**src/sv/mm4_pkg.sv**
```systemverilog
package mm4_pkg;

  localparam int unsigned DIM                = 4;
  localparam int unsigned ROW_W              = 2;
  localparam int unsigned FRAC_BITS          = 16;
  localparam int unsigned PORT_W             = 32;
  localparam int unsigned ELEM_WIDTH_DEFAULT = 32;

  localparam logic OP_LOAD     = 1'b0;
  localparam logic OP_MULTIPLY = 1'b1;

  // write request toward the right matrix store
  typedef struct packed {
    logic             en;
    logic [ROW_W-1:0] row;
  } coef_wr_t;

endpackage

```
**src/sv/mm4_coef_store.sv**
```systemverilog
module mm4_coef_store
  import mm4_pkg::*;
#(
  parameter int unsigned ELEM_WIDTH = ELEM_WIDTH_DEFAULT
) (
  input  logic                         clk_i,
  input  logic                         rst_ni,
  input  coef_wr_t                     wr_i,
  input  logic signed [ELEM_WIDTH-1:0] row_data_i [DIM],
  output logic signed [ELEM_WIDTH-1:0] coef_o     [DIM][DIM]
);

  logic signed [ELEM_WIDTH-1:0] coef_q [DIM][DIM];

  always_ff @(posedge clk_i or negedge rst_ni) begin
    if (!rst_ni) begin
      for (int k = 0; k < DIM; k++) begin
        for (int j = 0; j < DIM; j++) begin
          coef_q[k][j] <= '0;
        end
      end
    end else if (wr_i.en) begin
      for (int j = 0; j < DIM; j++) begin
        coef_q[wr_i.row][j] <= row_data_i[j];
      end
    end
  end

  assign coef_o = coef_q;

endmodule

```
**config.mk**
```make
export PLATFORM = sky130hd
export DESIGN_NAME = mm4_coef_store
export DESIGN_NICKNAME = d
export VERILOG_FILES = /design/src/sv/mm4_pkg.sv /design/src/sv/mm4_coef_store.sv
export SDC_FILE = /design/constraint.sdc
export NUM_CORES = 1
export LEC_CHECK = 0
export BUFFER_PORTS_ARGS = -buffer_cell sky130_fd_sc_hd__buf_4
export CAP_MARGIN = 20
export CORE_UTILIZATION = 30
export DETAILED_ROUTE_END_ITERATION = 12
export HOLD_SLACK_MARGIN = 0.12
export MAX_ROUTING_LAYER = met4
export PLACE_DENSITY = 0.49
export SLEW_MARGIN = 5
export SYNTH_ARGS = -nofsm -noshare
export SYNTH_HDL_FRONTEND = slang
export SYNTH_SLANG_ARGS = --single-unit
```
**constraint.sdc**
```tcl
create_clock -name clk_i -period 0.9 [get_ports clk_i]
set_input_delay 0.135 -clock clk_i [delete_from_list [all_inputs] [get_ports clk_i]]
set_output_delay 0.135 -clock clk_i [all_outputs]
set_load 0.1 [all_outputs]
```
==> summary.md <==
| Metric | Value |
|---|---|
| Core footprint | just over 60000 sq um |
| Clk root buf | clkbuf_16 |
| Final WL | a little over 70000 um |
| First-pass detailed-route iteration total | 5 |
| Reg area | 14400 sq um |
| Global route overflow | 0 |
| Gate power share | 51.4% |
| Synth warn | 0 |
| Largest net degree at the start of global routing | 63 |
| Peak supply drop | around 2200 uV |
| Ys flop type | dfrtp_1 |
| Initial DRC count | between 400 and 500 |
| Clock buffer count from CTS | just under 60 |
| P_int | 70000 uW |
| Share of cells above drive strength 1 | 93.4% |
| Critical Path, Cell by Cell | buf_12 |
| ANT nets after route | 0 |
| Avg Cell Area, Syn | around 18 sq um |
| Startpoint types | register |
| Yosys cell types | 8 |
| # Max-Cap Violations | 0 |
| DRC Markers | 0 |
| Area of the multi-input gates | approximately 7400 sq um |
| Pwr/cell area | between 3000 and 4000 nW/um^2 |
| CTS H-tree depth | 2 |
| Worst EP arrival | roughly 1.3 ns |
| Drt wl/cell | between 20 and 25 um |
| Crit-path max cell delay | about 0.52 ns |
| Sw power | between 50000 and 60000 uW |
| Tightest Pin Transition | about 0.35 ns |
| Family with the most delay on the worst path | flip-flops |
| Worst hold start | wr_i[1] |
| Fin. max-slew vios | 0 |
| Die Width | roughly 250 um |
| Status | finished with violations |
| Reg clk slew, reported paths | approximately 0.060 ns |
| Crit path required time | approximately 0.76 ns |
| Synth cell count leaders | dfrtp_1, mux2_2, buf_4 |
| CP bufs+invs | 1 |
| Synth Area in Adders | 0% |
| Critical path class | register to output pin |
| Post-synth EDFFs | 0 |
| Largest family of logic cells by synthesized area | multiplexers |
| Hold WS | between 0.1 and 0.15 ns |
| Reg2reg end | coef_o[163] |
| Clock power frac | just over 20% |
| Die height | 254 um |
| Switching share of power | 43.8% |
| Crit. path cell count | 1 |
| Mapped Area | approximately 19000 sq um |
| Setup violators final | 608 |
| Launch point of the worst path | coef_o[156] |
| CTS tree | built |
| Final Critical Period | 1.44 ns |
| CP Max Fanout | 2 |
| Final Hold Viols | 0 |
| Clock Sinks | 512 |
| Synth Area in XOR/XNOR | 0% |
| Synth Instances | ~1100 |
| Worst Slack Setup Final | -0.538 ns |
| Max Freq | 0.696 GHz |
| Area leader, netlist | dfrtp_1 |
| Routability cong. | 0.794 |
| Post-placement worst setup slack | -0.712 ns |
| Critical path endpoint | coef_o[156] |
| Sequential-to-total area share from yosys stat | just under 70% |
| Area delta synth->final | 108% |
| Overall Power | 125000 uW |
| Synth Area in Simple Gates | less than 1% |
| FILL cells | approximately 4400 |
| Setup slack, reg-to-reg | -0.11 ns |
| Synth top area share | 67.4% |
| HPWL after DPL | 49100 um |
| Reg2reg path depth | 2 |
| Sequential power share | between 20% and 30% |
| Worst Hold Class | input pin to register |
| Fin crit share | 160% |
| Antenna violations before repair | 1 |
| Max Root-Sink Buffers | 3 |
| Leakage | approximately 0.018 uW |
| Syn nets | roughly 1200 |
| Full die area | about 64000 sq um |
| Max FFs per register | about 510 |
| Final core utilization | between 60 and 70% |
| First-pass GRT wire length | about 100000 um |
| Vias | around 13000 |
| PortBufs | 644 |
| RSZ-0062 raised after global routing | yes |
| Synth Area in Compound Gates | 0% |
| Multiplexer area fraction after synthesis | a little under a third |
| Synth area leaders | dfrtp_1, mux2_2, buf_4, buf_6, buf_2 |
| Layout Nets | approximately 2200 |
| CP max stage cell | dfrtp_4 |
| Crit. End Element | output pin |
| Vias in the first global route | ~14000 |
| Slew HR | 76.5% |
| Post-synthesis sequential element count | about 500 |
| Gr usage total | 21.6% |
| Initial Util | 30.6% |
| Vias per cell | between 4 and 5 |
| Post-synth ARST share | between 90% and 100% |
| Violated checks | negative setup slack |
| Rows | just over 90 |
| Clk_lat worst skew | about 0.6 ns |
| Worst r2r src | coef_o[163] |
| Fin Clk Skew | 0 ns |
| IO Count | 645 |
| Cts hold-fix bufs | between 100 and 150 |
[area by class of cell]
type | instances | area share, %
clock buffers | 85 | 4.52
repair buffers | 957 | 37.0
clock inverters | 20 | 0.706
well taps | 837 | 2.65
flip-flops and latches | 512 | 36.5
multi-input cells | 516 | 18.6
diodes | 1 | 0.00633
[how the worst min path moves through the flow]
stage / to / slack [ns] / cells after the start
floorplan: coef_o[0] / -0.16 / 0
global placement: coef_o[6] / 0.16 / 2
detailed placement: coef_o[6] / 0.16 / 2
CTS: coef_o[462] / 0.06 / 4
global route: coef_o[462] / 0.09 / 4
finish: coef_o[479] / 0.12 / 4
[cells by family after synthesis]
logic type	after synthesis
flops	512
mux	512
buf+inv	56
simple gates	4
[through the flow]
step / cell area (sq um) / setup TNS (ns) / std cells
floorplan: 22500 / -81.82 / 1084
global placement: 28900 / -264.60 / 2597
detailed placement: 28900 / -269.99 / 2597
CTS: 36800 / -287.41 / 2863
global route: 39500 / -282.03 / 2928
finish: 39500 / -257.67 / 2928
[tightest hold or removal path: cells and delay by family]
kind	cells	cell delay [ns]
mux	1	0.23
simple gates	1	0.05
buf+inv	2	0.27
[power groups by stage]
| stage | combinational (uW) | clock (uW) | sequential (uW) |
|---|---|---|---|
| after floorplan | 6610 | 0 | 65200 |
| after global placement | 50700 | 0 | 32800 |
| after detailed placement | 50900 | 0 | 32800 |
| after CTS | 59400 | 26200 | 34200 |
| after global routing | 65300 | 27000 | 35700 |
| final | 64000 | 25400 | 35100 |
[routing by layer]
| metal | GRT usage [%] | vias to the layer above | wire (um) |
|---|---|---|---|
| met5 | - | - | 0 |
| met4 | 6.42 | 0 | 1980 |
| met3 | 7.03 | 107 | 5820 |
| met2 | 35.0 | 442 | 35500 |
| met1 | 25.6 | 6778 | 27300 |
| li1 | - | 5724 | - |
[placed cells by master, fill, tap and decap left out, drive strengths merged]
cell	count
buf	828
bufinv	7
clkbuf	85
clkinv	13
dfrtp	512
diode	1
dlygate4sd3	129
mux2	512
nand3	1
nand3b	2
nor3b	1
[repair_timing]
action,CTS,global route
cloned,0,0
gates resized for setup,1049,529
buffers inserted,32,70
endpoints found under the setup margin,560,632
endpoints found under the hold margin,1024,2
No activity file was read; power rests on OpenSTA's default activity.
