$ cat config.mk
export PLATFORM = sky130hd
export DESIGN_NAME = mm4_row_sum
export DESIGN_NICKNAME = d
export VERILOG_FILES = /design/src/sv/mm4_pkg.sv /design/src/sv/mm4_row_sum.sv
export SDC_FILE = /design/constraint.sdc
export NUM_CORES = 1
export LEC_CHECK = 0
export ABC_CLOCK_PERIOD_IN_PS = 12300
export BUFFER_PORTS_ARGS = -buffer_cell sky130_fd_sc_hd__buf_2
export CORE_MARGIN = 2
export CORE_UTILIZATION = 58
export DETAILED_ROUTE_END_ITERATION = 10
export PLACE_DENSITY = 0.95
export SYNTH_ARGS = -nofsm -noshare
export SYNTH_HDL_FRONTEND = slang
export SYNTH_SLANG_ARGS = --single-unit
export TNS_END_PERCENT = 30
$ cat constraint.sdc
create_clock -name vclk -period 12.3
set_clock_uncertainty 0.05 [all_clocks]
set_input_delay 1.23 -clock vclk [all_inputs]
set_output_delay 1.23 -clock vclk [all_outputs]
set_load 0.01 [all_outputs]
$ cat src/sv/mm4_pkg.sv
package mm4_pkg;

  localparam int unsigned DIM                = 4;
  localparam int unsigned ROW_W              = 2;
  localparam int unsigned FRAC_BITS          = 16;
  localparam int unsigned PORT_W             = 32;
  localparam int unsigned ELEM_WIDTH_DEFAULT = 32;

  localparam logic OP_LOAD     = 1'b0;
  localparam logic OP_MULTIPLY = 1'b1;

  // write request toward the right matrix store
  typedef struct packed {
    logic             en;
    logic [ROW_W-1:0] row;
  } coef_wr_t;

endpackage

$ cat src/sv/mm4_row_sum.sv
module mm4_row_sum
  import mm4_pkg::*;
#(
  parameter int unsigned ELEM_WIDTH = ELEM_WIDTH_DEFAULT,
  localparam int unsigned PROD_W    = 2 * ELEM_WIDTH - FRAC_BITS,
  localparam int unsigned SUM_W     = PROD_W + 2
) (
  input  logic signed [PROD_W-1:0]     prod_i [DIM],
  output logic signed [ELEM_WIDTH-1:0] sum_o,
  output logic                         clip_o
);

  localparam logic signed [SUM_W-1:0] SumMax =
    {{(SUM_W-ELEM_WIDTH+1){1'b0}}, {(ELEM_WIDTH-1){1'b1}}};
  localparam logic signed [SUM_W-1:0] SumMin =
    {{(SUM_W-ELEM_WIDTH+1){1'b1}}, {(ELEM_WIDTH-1){1'b0}}};

  logic signed [SUM_W-1:0] acc;

  always_comb begin
    acc = '0;
    for (int k = 0; k < DIM; k++) begin
      acc = acc + SUM_W'(prod_i[k]);
    end
  end

  always_comb begin
    if (acc > SumMax) begin
      sum_o  = SumMax[ELEM_WIDTH-1:0];
      clip_o = 1'b1;
    end else if (acc < SumMin) begin
      sum_o  = SumMin[ELEM_WIDTH-1:0];
      clip_o = 1'b1;
    end else begin
      sum_o  = acc[ELEM_WIDTH-1:0];
      clip_o = 1'b0;
    end
  end

endmodule

==> metrics.yaml, run 1 <==
critical_path:
  path_buf_inv: 6
  max_stage_delay_ns: 0.56
  cp_slowest_cell: "fa_1"
  required_ns: 11.02
  crit_chain: "buf_2, inv_1, fa_1, fa_1, inv_1, ha_1, inv_1, fa_1, nand2b_1, a21oi_1, o2111ai_1, a211o_1, o2bb2ai_1, o21ai_0, a2111oi_2, a211oi_4, inv_2, mux2_2, buf_2"
  end_kind: "output port"
  critPathMaxFanout: 28
  cp_top_family: "compound AO/OA/AOI/OAI gates"
  worstSetupStartpointType: "input port"
  critPathArrivalTime_ns: 6.06
  crit_type: "input port to output port"
global_routing:
  grt_pass1_wl_microns: 28500
  first_global_vias: 6523
  track_usage: 0.290
  grt_max_degree: 33
  antenna_found_initial: 0
  grt_overflow_total: 0
routing:
  first_pass_iters: 6
  vias_per_cell: 5.73
  detail-route-antenna-nets: 0
  drt_iter0_drc: 725
  via_count: 6947
  drc: 0
  wl_microns: 17800
  wl_per_cell_microns: 14.6
timing:
  fin_crit_ns: 7.34
  setup_viol: 0
  hold_viol_final: 0
  finalSetupTns_ns: 0
  max_freq_mhz: 136
  fin_crit_sh: 0.597
  slew_violations: 0
  max-slew-margin-rel: 0.527
  rsz0062_at_grt: "false"
  worstMarginPinSlew_ns: 0.704
place:
  dpl.hpwl_microns: 15600
  io_buffers: 225
  placed_cell_area_sq_mm: 0.00769
  routabilityCongestion: 0.991
power_and_ir_drop:
  max-vdd-ir-drop_mv: 0.141
  p_switching_w: 0.000781
  p_per_area_mw_per_mm2: 166
  sw_frac_of_total: 0.611
  p_int_w: 0.000498
  combPwrFrac: 1.000
  leakage_nw: 4.25
  power_frac_seq: 0
  clock_power_share: 0
worst_hold_path:
  hold_depth: 5
  hold_path_class: "input port to output port"
  min-delay-start: "prod_i[144]"
  hold_end: "sum_o[0]"
die:
  initial_utilization: 0.598
  ios: 225
  core-area_sq_mm: 0.0109
  die_h_microns: 110
  dieArea_sq_mm: 0.0121
  rows: 38
  die-width_microns: 110
logic_synthesis:
  yosys-top-cells-area: "fa_1, inv_1, ha_1"
  yosysTopAreaCellShare: 0.298
  mappedNetlistArea_sq_mm: 0.00651
  syn_inst: 875
  synth_area_per_cell_sq_um: 7.44
  syn_nets: 1213
  ys_types: 71
  ys_seq_area_frac: 0
  synth_area_leader_cell: "fa_1"
  ys_warn_count: 0
final_layout:
  design_area_sq_mm: 0.00769
  regArea_sq_um: 0
  drive_gt1_frac: 0.237
  n_clock_buffer: 0
  antennaDiodeCount: 0
  multi_input_comb_area_sq_mm: 0.00549
  seq_cell_count: 0
  area_delta_synth_final_pct: 18.1
  n_fill_cell: 895
  final_common_cell: "inv_1"
  layout_common_cells: "inv_1, buf_2, fa_1"
  finish.net_count: 1413
clocking:
  cts_resized: 0
  postCtsHoldBufs: 0
  postCtsSetupRepairBufs: 0
job:
  drv_cap: 0
run_status:
  outcome: "completed"
-- cell usage after synthesis, drive strengths merged, types with 10 or more instances --
library cell  instances
inv                 236
fa                   97
a21oi                69
nand2                52
ha                   49
o21ai                46
nor2                 39
a22oi                28
nand4                24
buf                  21
xnor2                17
a21o                 16
xor2                 16
nor3                 13
a211oi               12
o21a                 10
-- power by group through the flow --
stage	logic, W	registers (W)	clock network, W
after floorplan	0.000905	0	0
after global placement	0.00123	0	0
after detailed placement	0.00125	0	0
after CTS	0.00125	0	0
after global routing	0.00140	0	0
final	0.00128	0	0
-- cell type report --
type / instances / area share
Multi-Input combinational cell: 610 / 0.714
Timing Repair Buffer: 227 / 0.148
Inverter: 236 / 0.115
Tap cell: 140 / 0.0228
-- how the worst max path moves through the flow --
stage                     startpoint  endpoint  depth (start not counted)
after detailed placement   prod_i[1]    clip_o                         19
final                      prod_i[1]    clip_o                         19
after global routing       prod_i[1]    clip_o                         19
after CTS                  prod_i[1]    clip_o                         19
after floorplan            prod_i[1]    clip_o                         17
after global placement     prod_i[1]    clip_o                         19
-- logic make-up (layout without fill, tap and decap cells) --
| group | Yosys count | count (layout) | share of synthesized area |
|---|---|---|---|
| buffers and inverters | 265 | 463 | 0.159 |
| multiplexers | 4 | 4 | 0.00673 |
| AND/OR/NAND/NOR | 190 | 190 | 0.148 |
| XOR/XNOR | 33 | 33 | 0.0444 |
| AO/OA/AOI/OAI | 237 | 237 | 0.249 |
| adder cells (fa/ha/maj) | 146 | 146 | 0.392 |
-- per-stage QoR --
step	cells	util	power [W]	setup WS (ns)	hold slack [ns]
after CTS	1213	0.706	0.00126	4.95	2.96
after global placement	1213	0.706	0.00123	5.11	2.96
after detailed placement	1213	0.706	0.00125	4.99	2.96
final	1213	0.706	0.00128	4.96	2.96
after global routing	1213	0.706	0.00140	4.67	2.99
after floorplan	875	-	0.000905	5.74	2.75
-- metal layers --
metal / up-vias / track usage / wire, microns
li1: 3281 / - / -
met1: 3226 / 0.376 / 6940
met2: 406 / 0.529 / 8770
met3: 34 / 0.0213 / 1720
met4: 0 / 0.0533 / 342
met5: - / 0 / 0
-- worst min-delay path, cell delays in order --
cell and delay (ns):
buf_2 0.08, ha_1 0.21, inv_1 0.05, a22oi_1 0.07, buf_2 0.14
(Power assumes the default switching activity.)
==> inputs of run 2 (changes only) <==
--- a/config.mk
+++ b/config.mk
@@ -5,12 +5,12 @@
 export SDC_FILE = /design/constraint.sdc
 export NUM_CORES = 1
 export LEC_CHECK = 0
-export ABC_CLOCK_PERIOD_IN_PS = 12300
+export ABC_CLOCK_PERIOD_IN_PS = 6000
 export BUFFER_PORTS_ARGS = -buffer_cell sky130_fd_sc_hd__buf_2
 export CORE_MARGIN = 2
-export CORE_UTILIZATION = 58
+export CORE_UTILIZATION = 49
 export DETAILED_ROUTE_END_ITERATION = 10
-export PLACE_DENSITY = 0.95
+export PLACE_DENSITY = 0.86
 export SYNTH_ARGS = -nofsm -noshare
 export SYNTH_HDL_FRONTEND = slang
 export SYNTH_SLANG_ARGS = --single-unit
==> constraint.sdc (replaced) <==
create_clock -name vclk -period 6
set_clock_uncertainty 0.05 [all_clocks]
set_input_delay 0.6 -clock vclk [all_inputs]
set_output_delay 0.6 -clock vclk [all_outputs]
set_load 0.01 [all_outputs]
==> run 2 against run 1 <==
  * Sequential share of layout area did not move
  * Sequential cell count did not move
  * First-iteration DRC count fell by 42%
  * Global-route usage fell by 3.5 points
  * Utilization fell by 9.9 points
  * Worst hold slack got worse by 1.3 ns
  * Cell area rose by 3.3%
  * Via count fell by 1.4%
  * Die area rose by 18%
  * Clock-buffer cell count did not move
==> metrics.yaml, run 2 (synthesis gave the netlist of run 1 again) <==
global_routing:
  first_global_vias: 6852  # was 6523
  track_usage: 0.254  # was 0.290
  grt_overflow_total: 0  # unchanged
  grt_pass1_wl_microns: 30600  # was 28500 microns
  grt_max_degree: 32  # was 33
  antenna_found_initial: 0  # unchanged
timing:
  setup_viol: 0  # unchanged
  whs_ns: 1.69  # was 2.96 ns
  max-slew-margin-rel: 0.582  # was 0.527
  worstMarginPinSlew_ns: 0.621  # was 0.704 ns
  fin_crit_ns: 5.84
  rsz0062_at_grt: "false"  # unchanged
  finalSetupTns_ns: 0  # unchanged
  slew_violations: 0  # unchanged
  hold_viol_final: 0  # unchanged
  max_freq_mhz: 171
  fin_crit_sh: 0.974
place:
  io_buffers: 225  # unchanged
  placed_cell_area_sq_mm: 0.00788  # was 0.00769 sq mm
  dpl.hpwl_microns: 16100  # was 15600 microns
  routabilityCongestion: 0.974  # was 0.991
power_and_ir_drop:
  p_switching_w: 0.00164  # was 0.000781 W
  max-vdd-ir-drop_mv: 0.124  # was 0.141 mV
  p_int_w: 0.00111  # was 0.000498 W
  power_frac_seq: 0  # about the same
  combPwrFrac: 1.000  # about the same
  sw_frac_of_total: 0.595  # was 0.611
  clock_power_share: 0  # about the same
  leakage_nw: 4.36  # was 4.25 nW
  p_per_area_mw_per_mm2: 346  # was 166 mW/mm^2
critical_path:
  critPathMaxFanout: 7  # was 28
  cp-endpoint: "clip_o"  # unchanged
  crit_type: "input port to output port"  # unchanged
  critPathArrivalTime_ns: 5.19  # was 6.06 ns
  end_kind: "output port"  # unchanged
  required_ns: 5.35  # was 11.02 ns
  worstSetupStartpointType: "input port"  # unchanged
  cp-startpoint: "prod_i[30]"  # was prod_i[1]
final_layout:
  final_common_cell: "inv_1"  # unchanged
  design_area_sq_mm: 0.00794  # was 0.00769 sq mm
  antennaDiodeCount: 0  # unchanged
  n_clock_buffer: 0  # unchanged
  layout_common_cells: "inv_1, buf_2, fa_1"  # unchanged
  regArea_sq_um: 0  # unchanged
  seq_cell_count: 0  # unchanged
  finish.net_count: 1434  # was 1413
  drive_gt1_frac: 0.259  # was 0.237
  final_util: 0.607  # was 0.706
  area_delta_synth_final_pct: 22.0  # was 18.1%
routing:
  wl_microns: 18100  # was 17800 microns
  wl_per_cell_microns: 14.2  # was 14.6 microns
  detail-route-antenna-nets: 0  # unchanged
  first_pass_iters: 6  # unchanged
  vias_per_cell: 5.40  # was 5.73
  drt_iter0_drc: 418  # was 725
  via_count: 6852  # was 6947
  drc: 0  # unchanged
clocking:
  postCtsHoldBufs: 0  # unchanged
die:
  die_h_microns: 119  # was 110 microns
  initial_utilization: 0.498  # was 0.598
  rows: 42  # was 38
  ios: 225  # unchanged
  dieArea_sq_mm: 0.0142  # was 0.0121 sq mm
  core-area_sq_mm: 0.0131  # was 0.0109 sq mm
  die-width_microns: 119  # was 110 microns
job:
  drv_cap: 0  # unchanged
worst_hold_path:
  hold_path_class: "input port to output port"  # unchanged
run_status:
  outcome: "completed"  # unchanged
[run 2: worst max-delay path, stage by stage]
cell	delay (ns)
buf_2	0.08
inv_1	0.04
fa_1	0.49
fa_1	0.51
inv_1	0.04
ha_1	0.40
a21oi_1	0.33
o21ai_1	0.20
a21oi_1	0.37
a21oi_2	0.15
o31ai_1	0.32
nor2_1	0.11
a2111oi_2	0.33
nand4_1	0.24
or4_1	0.56
mux2_2	0.28
buf_2	0.14
[run 2: layer usage]
| metal | GRT usage | routed length, microns |
|---|---|---|
| met1 | 0.335 | 7680 |
| met2 | 0.465 | 8940 |
| met3 | 0.0244 | 1280 |
| met4 | 0.0268 | 195 |
| met5 | 0 | 0 |
[run 2: area by class of cell]
cell class	count	area [sq um]
multi-input combinational	610	5530
fill	1220	5140
timing repair buffer	248	1310
inverter	236	886
tap	176	220
[run 2: metrics by stage]
| step | cells | setup slack [ns] | total power, W |
|---|---|---|---|
| 2_1_floorplan | 875 | 0.695 | 0.00186 |
| 3_3_place_gp | 1267 | 0.0894 | 0.00264 |
| 3_5_place_dp | 1267 | 0.0947 | 0.00267 |
| 4_1_cts | 1267 | 0.0964 | 0.00268 |
| 5_1_grt | 1270 | 0.00483 | 0.00303 |
| 6_report | 1270 | 0.157 | 0.00275 |
[run 2: how the worst min path moves through the flow]
stage | start | to | cells past startpoint | slack [ns]
finish | prod_i[144] | sum_o[0] | 5 | 1.69
global route | prod_i[144] | sum_o[0] | 5 | 1.73
CTS | prod_i[144] | sum_o[0] | 5 | 1.69
detailed placement | prod_i[144] | sum_o[0] | 5 | 1.70
global placement | prod_i[144] | sum_o[0] | 5 | 1.69
floorplan | prod_i[144] | sum_o[0] | 3 | 1.49
[run 2: timing repair]
item	4_1_cts	5_1_grt
gates resized for setup	0	10
setup endpoints to repair	0	32
setup buffers	0	3
endpoints found under the hold margin	0	0
[run 2: power by group through the flow]
stage	logic, W	clock network [W]	registers, W
after floorplan	0.00186	0	0
after global placement	0.00264	0	0
after detailed placement	0.00267	0	0
after CTS	0.00268	0	0
after global routing	0.00303	0	0
final	0.00275	0	0
